--- config.mk ---
export PLATFORM = sky130hd
export DESIGN_NAME = fp32_e4m3_converter
export DESIGN_NICKNAME = d
export VERILOG_FILES = /design/src/design/fec_pkg.sv /design/src/design/fp32_e4m3_converter.sv
export SDC_FILE = /design/constraint.sdc
export NUM_CORES = 1
export LEC_CHECK = 0
export BUFFER_PORTS_ARGS = -buffer_cell sky130_fd_sc_hd__buf_2
export CAP_MARGIN = 20
export CORE_ASPECT_RATIO = 1.4
export CORE_MARGIN = 4
export CORE_UTILIZATION = 50
export DETAILED_ROUTE_END_ITERATION = 8
export HOLD_SLACK_MARGIN = 0.02
export PLACE_DENSITY_LB_ADDON = 0.05
export SLEW_MARGIN = 20
export SYNTH_ARGS = -nofsm -noshare
export SYNTH_HDL_FRONTEND = slang
export SYNTH_SLANG_ARGS = --single-unit
--- constraint.sdc ---
create_clock -name clk -period 2.45 [get_ports clk]
set_input_delay 0.49 -clock clk [delete_from_list [all_inputs] [get_ports clk]]
set_output_delay 0.49 -clock clk [all_outputs]
set_load 0.02 [all_outputs]
--- src/design/fec_pkg.sv ---
// ---------------------------------------------------------------------------
// fec_pkg
// opcodes and conversion functions for the fp32 / e4m3 converter
// ---------------------------------------------------------------------------
package fec_pkg;

  typedef enum logic {
    OP_ENCODE = 1'b0,
    OP_DECODE = 1'b1
  } op_t;

  localparam logic [30:0] ENC_SAT_MAG = 31'h43E00000;
  localparam logic [30:0] ENC_MIN_MAG = 31'h3C000000;
  localparam logic [6:0]  E4M3_SAT    = 7'h7F;
  localparam logic [31:0] FP32_QNAN   = 32'h7FC00000;

  function automatic logic [7:0] encode_e4m3(input logic [31:0] x);
    logic        sign;
    logic [30:0] mag;
    logic [7:0]  ef;
    logic [22:0] frac;
    logic [3:0]  mant;
    logic [4:0]  expf;
    logic [19:0] rem;
    logic [7:0]  res;
    sign = x[31];
    mag  = x[30:0];
    ef   = x[30:23];
    frac = x[22:0];
    rem  = frac[19:0];
    mant = 4'(frac[22:20]);
    expf = 5'(ef - 8'd120);
    if (mag == '0) begin
      res = 8'h00;
    end else if (ef == 8'hFF) begin
      res = {1'b0, E4M3_SAT};
    end else if (mag > ENC_SAT_MAG) begin
      res = {sign, E4M3_SAT};
    end else if (mag < ENC_MIN_MAG) begin
      res = {sign, 7'd0};
    end else if (ef < 8'd121) begin
      // subnormal: round half up of 1.frac * 4, clamp to 7
      mant = 4'(({1'b1, frac} + 25'h100000) >> 21);
      if (mant > 4'd7) mant = 4'd7;
      res = {sign, 4'd0, mant[2:0]};
    end else begin
      if (rem > 20'h80000 || (rem == 20'h80000 && mant[0])) begin
        mant = mant + 4'd1;
        if (mant == 4'd8) begin
          mant = 4'd0;
          expf = expf + 5'd1;
        end
      end
      res = {sign, expf[3:0], mant[2:0]};
    end
    return res;
  endfunction

  function automatic logic [31:0] decode_e4m3(input logic [7:0] x);
    logic        sign;
    logic [3:0]  expf;
    logic [2:0]  mant;
    logic [31:0] res;
    sign = x[7];
    expf = x[6:3];
    mant = x[2:0];
    if (expf == 4'd0 && mant == 3'd0) begin
      res = {sign, 31'd0};
    end else if (expf == 4'd15 && mant == 3'd7) begin
      res = FP32_QNAN;
    end else if (expf == 4'd0) begin
      if (mant[2]) begin
        res = {sign, 8'd120, mant[1:0], 21'd0};
      end else if (mant[1]) begin
        res = {sign, 8'd119, mant[0], 22'd0};
      end else begin
        res = {sign, 8'd118, 23'd0};
      end
    end else begin
      res = {sign, 8'(expf) + 8'd120, mant, 20'd0};
    end
    return res;
  endfunction

endpackage

--- src/design/fp32_e4m3_converter.sv ---
// ---------------------------------------------------------------------------
// fp32_e4m3_converter
// converts fp32 to e4m3 (opcode 0) or e4m3 to fp32 (opcode 1)
// ---------------------------------------------------------------------------
// usage:
//   input channel valid/ready carries opcode and operand; output channel
//   valid/ready carries result. an input word is captured in an input
//   register, converted by one level of combinational logic and held in a
//   result register; result valid rises when the result register loads.
//   throughput is one word per cycle while the receiver keeps result_ready
//   high: both register stages advance whenever the stage ahead is empty
//   or being drained.
//   when the receiver stalls, the result register holds, the input register
//   fills, and ready drops until the result is taken.
//   reset clears both valid flags; no word is in flight after reset.
// ---------------------------------------------------------------------------
module fp32_e4m3_converter
  import fec_pkg::*;
(
  input  logic        clk,
  input  logic        rst,
  input  logic        valid,
  output logic        ready,
  input  logic        opcode,
  input  logic [31:0] operand,
  output logic        result_valid,
  input  logic        result_ready,
  output logic [31:0] result
);

  logic        in_valid;
  op_t         in_op;
  logic [31:0] in_operand;
  logic [31:0] result_next;
  logic        out_load;

  assign out_load = in_valid && (!result_valid || result_ready);
  assign ready    = !in_valid || out_load;

  always_comb begin
    case (in_op)
      OP_ENCODE: result_next = {24'd0, encode_e4m3(in_operand)};
      OP_DECODE: result_next = decode_e4m3(in_operand[7:0]);
      default:   result_next = '0;
    endcase
  end

  always_ff @(posedge clk) begin
    if (rst) begin
      in_valid <= 1'b0;
    end else if (ready) begin
      in_valid <= valid;
    end
    if (ready && valid) begin
      in_op      <= op_t'(opcode);
      in_operand <= operand;
    end
  end

  always_ff @(posedge clk) begin
    if (rst) begin
      result_valid <= 1'b0;
    end else if (out_load) begin
      result_valid <= 1'b1;
    end else if (result_ready) begin
      result_valid <= 1'b0;
    end
    if (out_load) begin
      result <= result_next;
    end
  end

endmodule

* Word-level counts from Yosys, hierarchy flattened
Index checks and enable logic that the tools add are counted.
** Operators by class
- Add/subtract/negate cells :: 5
- Magnitude comparators :: 5
- Equal/unequal tests :: 5
- Mux-type cells :: 18
- Bitwise operators :: 1
- Reductions and logical operators :: 14
** Operators by type and width (count)
- two-way mux 32 bit :: 2
- case mux 32 bit (2 select lines) :: 1
- greater-than comparator 31 bit, second input constant :: 1
- logical NOT 31 bit :: 1
- less-than comparator 31 x 30 -> 1 bit, second input constant :: 1
- two-way mux 31 bit :: 1
- two-way mux 27 bit :: 1
- adder 24 x 21 -> 25 bit, second input constant :: 1
- two-way mux 24 bit :: 1
- two-way mux 7 bit :: 3
- equality test 20 bit, second input constant :: 1
- greater-than comparator 20 bit, second input constant :: 1
- two-way mux 8 bit :: 2
- two-way mux 3 bit :: 3
- adder 4 x 7 -> 8 bit, second input constant :: 1
- equality test 4 bit, second input constant :: 2
- equality test 8 bit, second input constant :: 1
- less-than comparator 8 x 7 -> 1 bit, second input constant :: 1
- two-way mux 4 bit :: 2
- logical AND 1 bit :: 5
- adder 3 x 1 -> 4 bit, second input constant :: 1
- adder 4 x 1 -> 4 bit, second input constant :: 1
- greater-than comparator 4 x 3 -> 1 bit, second input constant :: 1
- logical NOT 4 bit :: 1
- 8 further kinds :: 12
** Word-level totals
- Register bits after elaboration :: 67
- Word-level logic and storage cells :: 53

* Depth between registers and ports, before layout
Gate-level depths: netlist of the first run.
- Word-level depth :: 10
- Depth in mapped cells :: 8
- Depth with buffers taken out :: 8

* Least setup slack after synthesis of the first run
OpenSTA, ideal clock, no wires.
- Path type :: register -> register
- Start :: reg in_operand[21]
- End :: reg result[4] (data pin)
- Setup time :: 0.263 ns
- Arrival time :: 1.766 ns
- Path slack :: 0.421 ns
- Stages on the path, launching flop included :: 9
- Path buffers :: 0
- Period minus slack after synthesis :: 2.029 ns
- Cells stage by stage :: edfxtp_1 -> ha_1 -> inv_1 -> ha_1 -> nand3b_1 -> nor2_1 -> mux2_2 -> nand2_1 -> a21oi_1
** Between the ends
- Longest elaborated chain between the ends :: 10
** RTL lines
- start, declared :: RTL line fp32_e4m3_converter.sv:33 : logic [31:0] in_operand;
- start signal, assigned :: RTL line fp32_e4m3_converter.sv:56 : in_operand <= operand;
- adder 3 x 1 -> 4 bit :: RTL line fec_pkg.sv:48 : mant = mant + 4'd1;
- equality test 4 bit :: RTL line fec_pkg.sv:49 : if (mant == 4'd8) begin
- two-way mux 4 bit :: RTL line fec_pkg.sv:49
- two-way mux 4 bit :: RTL line fec_pkg.sv:47 : if (rem > 20'h80000 || (rem == 20'h80000 && mant[0])) begin
- two-way mux 7 bit :: RTL line fec_pkg.sv:41 : end else if (ef < 8'd121) begin
- two-way mux 7 bit :: RTL line fec_pkg.sv:39 : end else if (mag < ENC_MIN_MAG) begin
- two-way mux 7 bit :: RTL line fec_pkg.sv:37 : end else if (mag > ENC_SAT_MAG) begin
- two-way mux 8 bit :: RTL line fec_pkg.sv:35 : end else if (ef == 8'hFF) begin
- two-way mux 8 bit (*) :: RTL line fec_pkg.sv:33 : if (mag == '0) begin
- case mux 32 bit (2 select lines) (*) :: RTL line fp32_e4m3_converter.sv:41 : case (in_op)
- end signal, assigned :: RTL line fp32_e4m3_converter.sv:69 : result <= result_next;
- end, declared :: RTL line fp32_e4m3_converter.sv:28 : output logic [31:0] result
Every way passes the cells marked *; elsewhere a longest branch is shown, timed or not.
A chain may end at the register's enable or synchronous reset.

* Worst setup path in the final report of the first run
Ends and elaborated chain as after synthesis.

==> results of run 1 <==
stage by stage:
| stage | hold slack (ns) | total power, mW | instance area (µm²) | setup WS (ns) |
|---|---|---|---|---|
| floorplan | 0.478 | 1.23 | 2440 | 0.421 |
| global placement | 0.507 | 1.28 | 2710 | 0.331 |
| detailed placement | 0.500 | 1.28 | 2710 | 0.290 |
| CTS | 0.343 | 1.76 | 2800 | 0.273 |
| global route | 0.327 | 1.84 | 2800 | 0.151 |
| finish | 0.356 | 1.73 | 2800 | 0.288 |
synth_stat cells (all sizes together):
cell / instances
edfxtp: 51
nor2: 16
a21oi: 15
buf: 14
nand2: 13
inv: 10
ha: 7
nor3: 7
nor4: 6
nand3: 5
nand4: 4
and3: 3
nor2b: 3
o21ai: 3
and2: 2
dfxtp: 2
o22ai: 2
o31ai: 2
or4: 2
xnor2: 2
a31oi: 1
a41o: 1
a41oi: 1
and4: 1
clkbuf: 1
conb: 1
mux2: 1
nand3b: 1
nor4b: 1
o2111ai: 1
o311ai: 1
o32a: 1
o41ai: 1
or3: 1
or3b: 1
xor2: 1
cell type report:
cell class	instances	area, µm²
Fill cell	396	1770
Clock buffer	5	68.8
Clock inverter	3	21.3
Timing Repair Buffer	60	305
Sequential cell	53	1570
Multi-Input combinational cell	118	718
Tap cell	62	77.6
Inverter	10	37.5
flip-flops by register name (all words and copies together) (netlist names):
name and count:
result_valid 1, in_operand 32, in_op 1, in_valid 1
result 18
power by group through the flow:
stage               clock [mW]  sequential (mW)  combinational (mW)
global placement             0             1.11               0.176
finish                   0.471             1.09               0.176
CTS                      0.493             1.09               0.177
global route             0.548             1.09               0.199
floorplan                    0             1.12               0.110
detailed placement           0             1.11               0.177
cell families (layout without fill, tap and decap cells):
logic type | after synthesis | after routing | synth area share, %
AOI/OAI and AO/OA | 29 | 29 | 7.84
other | 1 | 12 | 0.157
DFF | 53 | 53 | 65.6
adders and majority gates | 7 | 7 | 3.66
and+or+nand+nor | 66 | 66 | 15.0
buffers and inverters | 25 | 78 | 6.11
muxes | 1 | 1 | 0.470
xor gates and xnor gates | 3 | 3 | 1.10
path summary, 6_finish.rpt:
check | from | to | slack, ns
worst max-delay path | in_operand[21] | result[4] | 0.29
worst min register to register | in_valid | result_valid | 0.51
worst max register to register | in_operand[21] | result[4] | 0.29
worst min-delay path | rst | in_valid | 0.36
layer usage:
metal,wire (µm),part of all wire [%],global-route usage [%]
met1,1560,40,18.3
met3,260,6.6,3.37
met4,69,1.8,5.59
met5,0,0,0
met2,2040,52,24.1
==> impl_metrics.env, run 1 <==
export IMPL_p_leak_nw=1.12
export IMPL_syn_area_um2=2390
export IMPL_cts_setup_buffers=0
export IMPL_hpwlAfterDp_mm=3.08
export IMPL_initial_core_util_pct=52.4
export IMPL_slew_violations=0
export IMPL_grt_max_degree=34
export IMPL_cp_top_family="adder cells"
export IMPL_crit_chain="ha_1 -> inv_1 -> ha_1 -> nand3b_1 -> nor2_1 -> mux2_2 -> nand2_1 -> a21oi_1"
export IMPL_tritoncts="built"
export IMPL_drc_errors=0
export IMPL_die_area_um2=5980
export IMPL_ys_ff_latch=53
export IMPL_fp_dieH_um=89.9
export IMPL_fmax_mhz=463
export IMPL_whs_path_depth=2
export IMPL_crit_path_start_kind="register"
export IMPL_slew_headroom_pct=63.4
export IMPL_cts_clk_slew_worst_paths_ns=0.09
export IMPL_cpMaxStageDelayCell="edfxtp_1"
export IMPL_worst_slew_pin_slew_ns=0.543
export IMPL_io_pins=71
export IMPL_cp_num_cells=8
export IMPL_ys_top_cells_by_area="edfxtp_1 (64%), buf_4 (4.4%), ha_1 (3.7%)"
export IMPL_final_cell_mix="buf_2 (58), edfxtp_1 (51), nor2_1 (16)"
export IMPL_p_clk_share_pct=27.2
export IMPL_crit_fanout=6
export IMPL_grt_pass1_vias=1534
export IMPL_skew_ns=0.00590
export IMPL_clock_sinks=53
export IMPL_hp_class="in -> reg"
export IMPL_cp_end_kind="register"
export IMPL_yosys_warnings=0
export IMPL_cap_viol_max_count=0
export IMPL_postCtsHoldBufs=0
export IMPL_setup_viol=0
export IMPL_instances_no_fill=311
export IMPL_reg2reg_depth=8
export IMPL_rsz0062_at_grt="no"
export IMPL_ctsResizeCount=0
export IMPL_synth_cell_types=38
export IMPL_power_density_nw_per_um2=619
export IMPL_area_delta_synth_final_pct=16.9
export IMPL_die_w_um=66.5
export IMPL_post_route_period_util_pct=88.2
export IMPL_mostFrequentLayoutCell="buf_2"
export IMPL_grt_first_pass_wirelength_mm=6.82
export IMPL_synth_top_area_share_pct=63.9
export IMPL_n_antenna_cell=0
export IMPL_arrival_ns=2.21
export IMPL_irDropWorstVdd_v=0.000390
export IMPL_grt_usage_pct=14.6
export IMPL_cp_required_ns=2.50
export IMPL_path_class="reg -> reg"
export IMPL_max_stage_delay_ns=0.48
export IMPL_viasPerCell=4.96
export IMPL_h_tree_depth=2
export IMPL_drive_above_1_share_pct=30.5
export IMPL_final_net_count=292
export IMPL_first_pass_iters=4
export IMPL_fin_crit_ns=2.16
export IMPL_coreArea_um2=4570
export IMPL_comb_power_share_pct=10.2
export IMPL_final_util_pct=61.2
export IMPL_cpMostUsedCell="ha_1"
export IMPL_antenna_found_initial=0
export IMPL_p_int_mw=1.32
export IMPL_port_buffers=58
export IMPL_synthCells=185
export IMPL_globalRouteOverflowTotal=0
export IMPL_cts_buffers=5
export IMPL_timing_hold_violations_final=0
export IMPL_clock_path_buffers=2
export IMPL_drt_wl_total_mm=3.93
export IMPL_cp_num_buf_inv=1
export IMPL_syn_area_per_cell_um2=12.9
export IMPL_clockRootBuffer="clkbuf_8"
export IMPL_pwr_share_seq_pct=62.7
export IMPL_clk_latency_ns=0.30
export IMPL_antenna_left=0
export IMPL_synth_top_cell_by_area="edfxtp_1"
export IMPL_setup_tns_ns=0
export IMPL_dp_cells=303
export IMPL_post_drt_wl_per_cell_um=12.6
export IMPL_place_gp_congestion=0.835
export IMPL_dr_total_vias=1542
export IMPL_switching_power_mw=0.413
export IMPL_ys_seq_area_share_pct=65.6
export IMPL_outcome="completed"
export IMPL_drt_iter0_drc=47
export IMPL_p_sw_share_pct=23.8
export IMPL_fp_row_count=29
(Power assumes the default switching activity.)
==> run 2, diff against run 1 <==
--- a/config.mk
+++ b/config.mk
@@ -7,9 +7,11 @@
 export LEC_CHECK = 0
 export BUFFER_PORTS_ARGS = -buffer_cell sky130_fd_sc_hd__buf_2
 export CAP_MARGIN = 20
+export CELL_PAD_IN_SITES_DETAIL_PLACEMENT = 1
+export CELL_PAD_IN_SITES_GLOBAL_PLACEMENT = 2
 export CORE_ASPECT_RATIO = 1.4
 export CORE_MARGIN = 4
-export CORE_UTILIZATION = 50
+export CORE_UTILIZATION = 33
 export DETAILED_ROUTE_END_ITERATION = 8
 export HOLD_SLACK_MARGIN = 0.02
 export PLACE_DENSITY_LB_ADDON = 0.05
==> run 2 against run 1 <==
Compared with the run above: die area up 46%; cell area up 2.9%; clock-buffer cell count increased by 1; non-clock buffer count up 3; clock power grew 23%; global-route usage shrank 2.5 points; highest routed layer unchanged; combinational power up 7%; register-to-register slack got worse by 0.02 ns; via count up 2.1%; sequential cell count stayed put; final cell count rose by 12%; core utilization down 20 points.
==> impl_metrics.env, run 2 (synthesis gave the netlist of run 1 again) <==
export IMPL_outcome="completed"
export IMPL_grt_first_pass_wirelength_mm=8.06
export IMPL_arrival_ns=2.23
export IMPL_final_cell_mix="buf_2 (58), edfxtp_1 (51), nor2_1 (16)"
export IMPL_cp_end_kind="register"
export IMPL_final_area_um2=2880
export IMPL_regMostFlops="in_operand"
export IMPL_cts_clk_slew_worst_paths_ns=0.09
export IMPL_slew_violations=0
export IMPL_timing_hold_violations_final=0
export IMPL_seq_area_um2=1570
export IMPL_dr_total_vias=1575
export IMPL_fp_dieH_um=109
export IMPL_clockRootBuffer="clkbuf_8"
export IMPL_fmax_mhz=458
export IMPL_die_area_um2=8700
export IMPL_die_w_um=80.0
export IMPL_post_route_period_util_pct=89.0
export IMPL_setup_viol=0
export IMPL_viasPerCell=4.54
export IMPL_clock_path_buffers=2
export IMPL_largest_register_ffs=32
export IMPL_reg_top3="in_operand: 32 flops, result: 18 flops"
export IMPL_fin_crit_ns=2.18
export IMPL_power_density_nw_per_um2=642
export IMPL_hpwlAfterDp_mm=3.92
export IMPL_fp_row_count=36
export IMPL_antenna_found_initial=0
export IMPL_place_gp_congestion=0.797
export IMPL_coreArea_um2=7030
export IMPL_grt_usage_pct=12.1
export IMPL_final_net_count=295
export IMPL_globalRouteOverflowTotal=0
export IMPL_cts_setup_buffers=0
export IMPL_post_drt_wl_per_cell_um=14.2
export IMPL_clk_latency_ns=0.30
export IMPL_mostFrequentLayoutCell="buf_2"
export IMPL_placed_cell_area_um2=2770
export IMPL_drc_errors=0
export IMPL_io_pins=71
export IMPL_cp_required_ns=2.50
export IMPL_initial_core_util_pct=34.1
export IMPL_port_buffers=58
export IMPL_drt_iter0_drc=63
export IMPL_crit_path_start_kind="register"
export IMPL_drt_wl_total_mm=4.91
export IMPL_hp_class="in -> reg"
export IMPL_drive_above_1_share_pct=31.0
export IMPL_worst_slew_pin_slew_ns=0.545
export IMPL_tritoncts="built"
export IMPL_slew_headroom_pct=63.3
export IMPL_cap_viol_max_count=0
export IMPL_setup_tns_ns=0
export IMPL_postCtsHoldBufs=0
export IMPL_grt_pass1_vias=1635
export IMPL_path_class="reg -> reg"
export IMPL_skew_ns=0.00828
export IMPL_n_antenna_cell=0
export IMPL_ctsResizeCount=0
export IMPL_clock_sinks=53
export IMPL_area_delta_synth_final_pct=20.3
export IMPL_p_total_mw=1.85
export IMPL_cts_buffers=5
export IMPL_multi_input_area_um2=718
export IMPL_irDropWorstVdd_v=0.000344
export IMPL_h_tree_depth=2
export IMPL_crit_fanout=6
export IMPL_num_fill_cells=811
export IMPL_antenna_left=0
export IMPL_first_pass_iters=4
export IMPL_grt_max_degree=34
export IMPL_rsz0062_at_grt="no"
export IMPL_p_leak_nw=1.14
run 2: cell count changes in the layout (fill, tap and decap cells not counted), sizes merged:
cell      previous run  this run
buf                 60        63
bufinv               0         1
clkbuf               5         6
clkinvlp             1         0
inv                 11        10
run 2: path summary, 6_finish.rpt:
path                       start            to  slack (ns)  cells past startpoint
setup reg to reg  in_operand[21]     result[4]        0.27                      8
hold reg to reg         in_valid  result_valid        0.52                      2
hold / removal               rst  result_valid        0.35                      2
setup / recovery  in_operand[21]     result[4]        0.27                      8
run 2: power breakdown:
group	switching, mW	internal, mW
Clock	0.274	0.303
Sequential	0.0334	1.05
Combinational	0.118	0.0702
Total	0.425	1.43
run 2: area by class of cell:
type	instances	share of cell area (%)
Multi-Input combinational cell	118	24.9
Clock buffer	6	2.52
Clock inverter	2	1.22
Inverter	10	1.30
Tap cell	95	4.13
Sequential cell	53	54.5
Timing Repair Buffer	63	11.4
run 2: critical path, cell delays in order, from the launching register on:
cell	delay, ns
edfxtp_1	0.48
ha_1	0.26
inv_1	0.08
ha_1	0.24
nand3b_1	0.20
nor2_1	0.19
mux2_2	0.36
nand2_1	0.07
a21oi_1	0.06
run 2: layer usage:
layer | part of all wire [%] | GRT usage, % | vias up
met3 | 5.3 | 2.89 | 5
met4 | 1.3 | 3.62 | 0
li1 | - | - | 797
met1 | 41 | 14.7 | 732
met5 | 0 | 0 | -
met2 | 52 | 21.0 | 41
run 2: through the flow:
stage / hold WS (ns) / std cells / util (%) / setup WS, ns
detailed placement: 0.517 / 339 / 39.5 / 0.274
global route: 0.333 / 347 / 41.0 / 0.0815
floorplan: 0.478 / 196 / - / 0.421
finish: 0.353 / 347 / 41.0 / 0.268
global placement: 0.511 / 339 / 39.5 / 0.337
CTS: 0.341 / 347 / 41.0 / 0.267
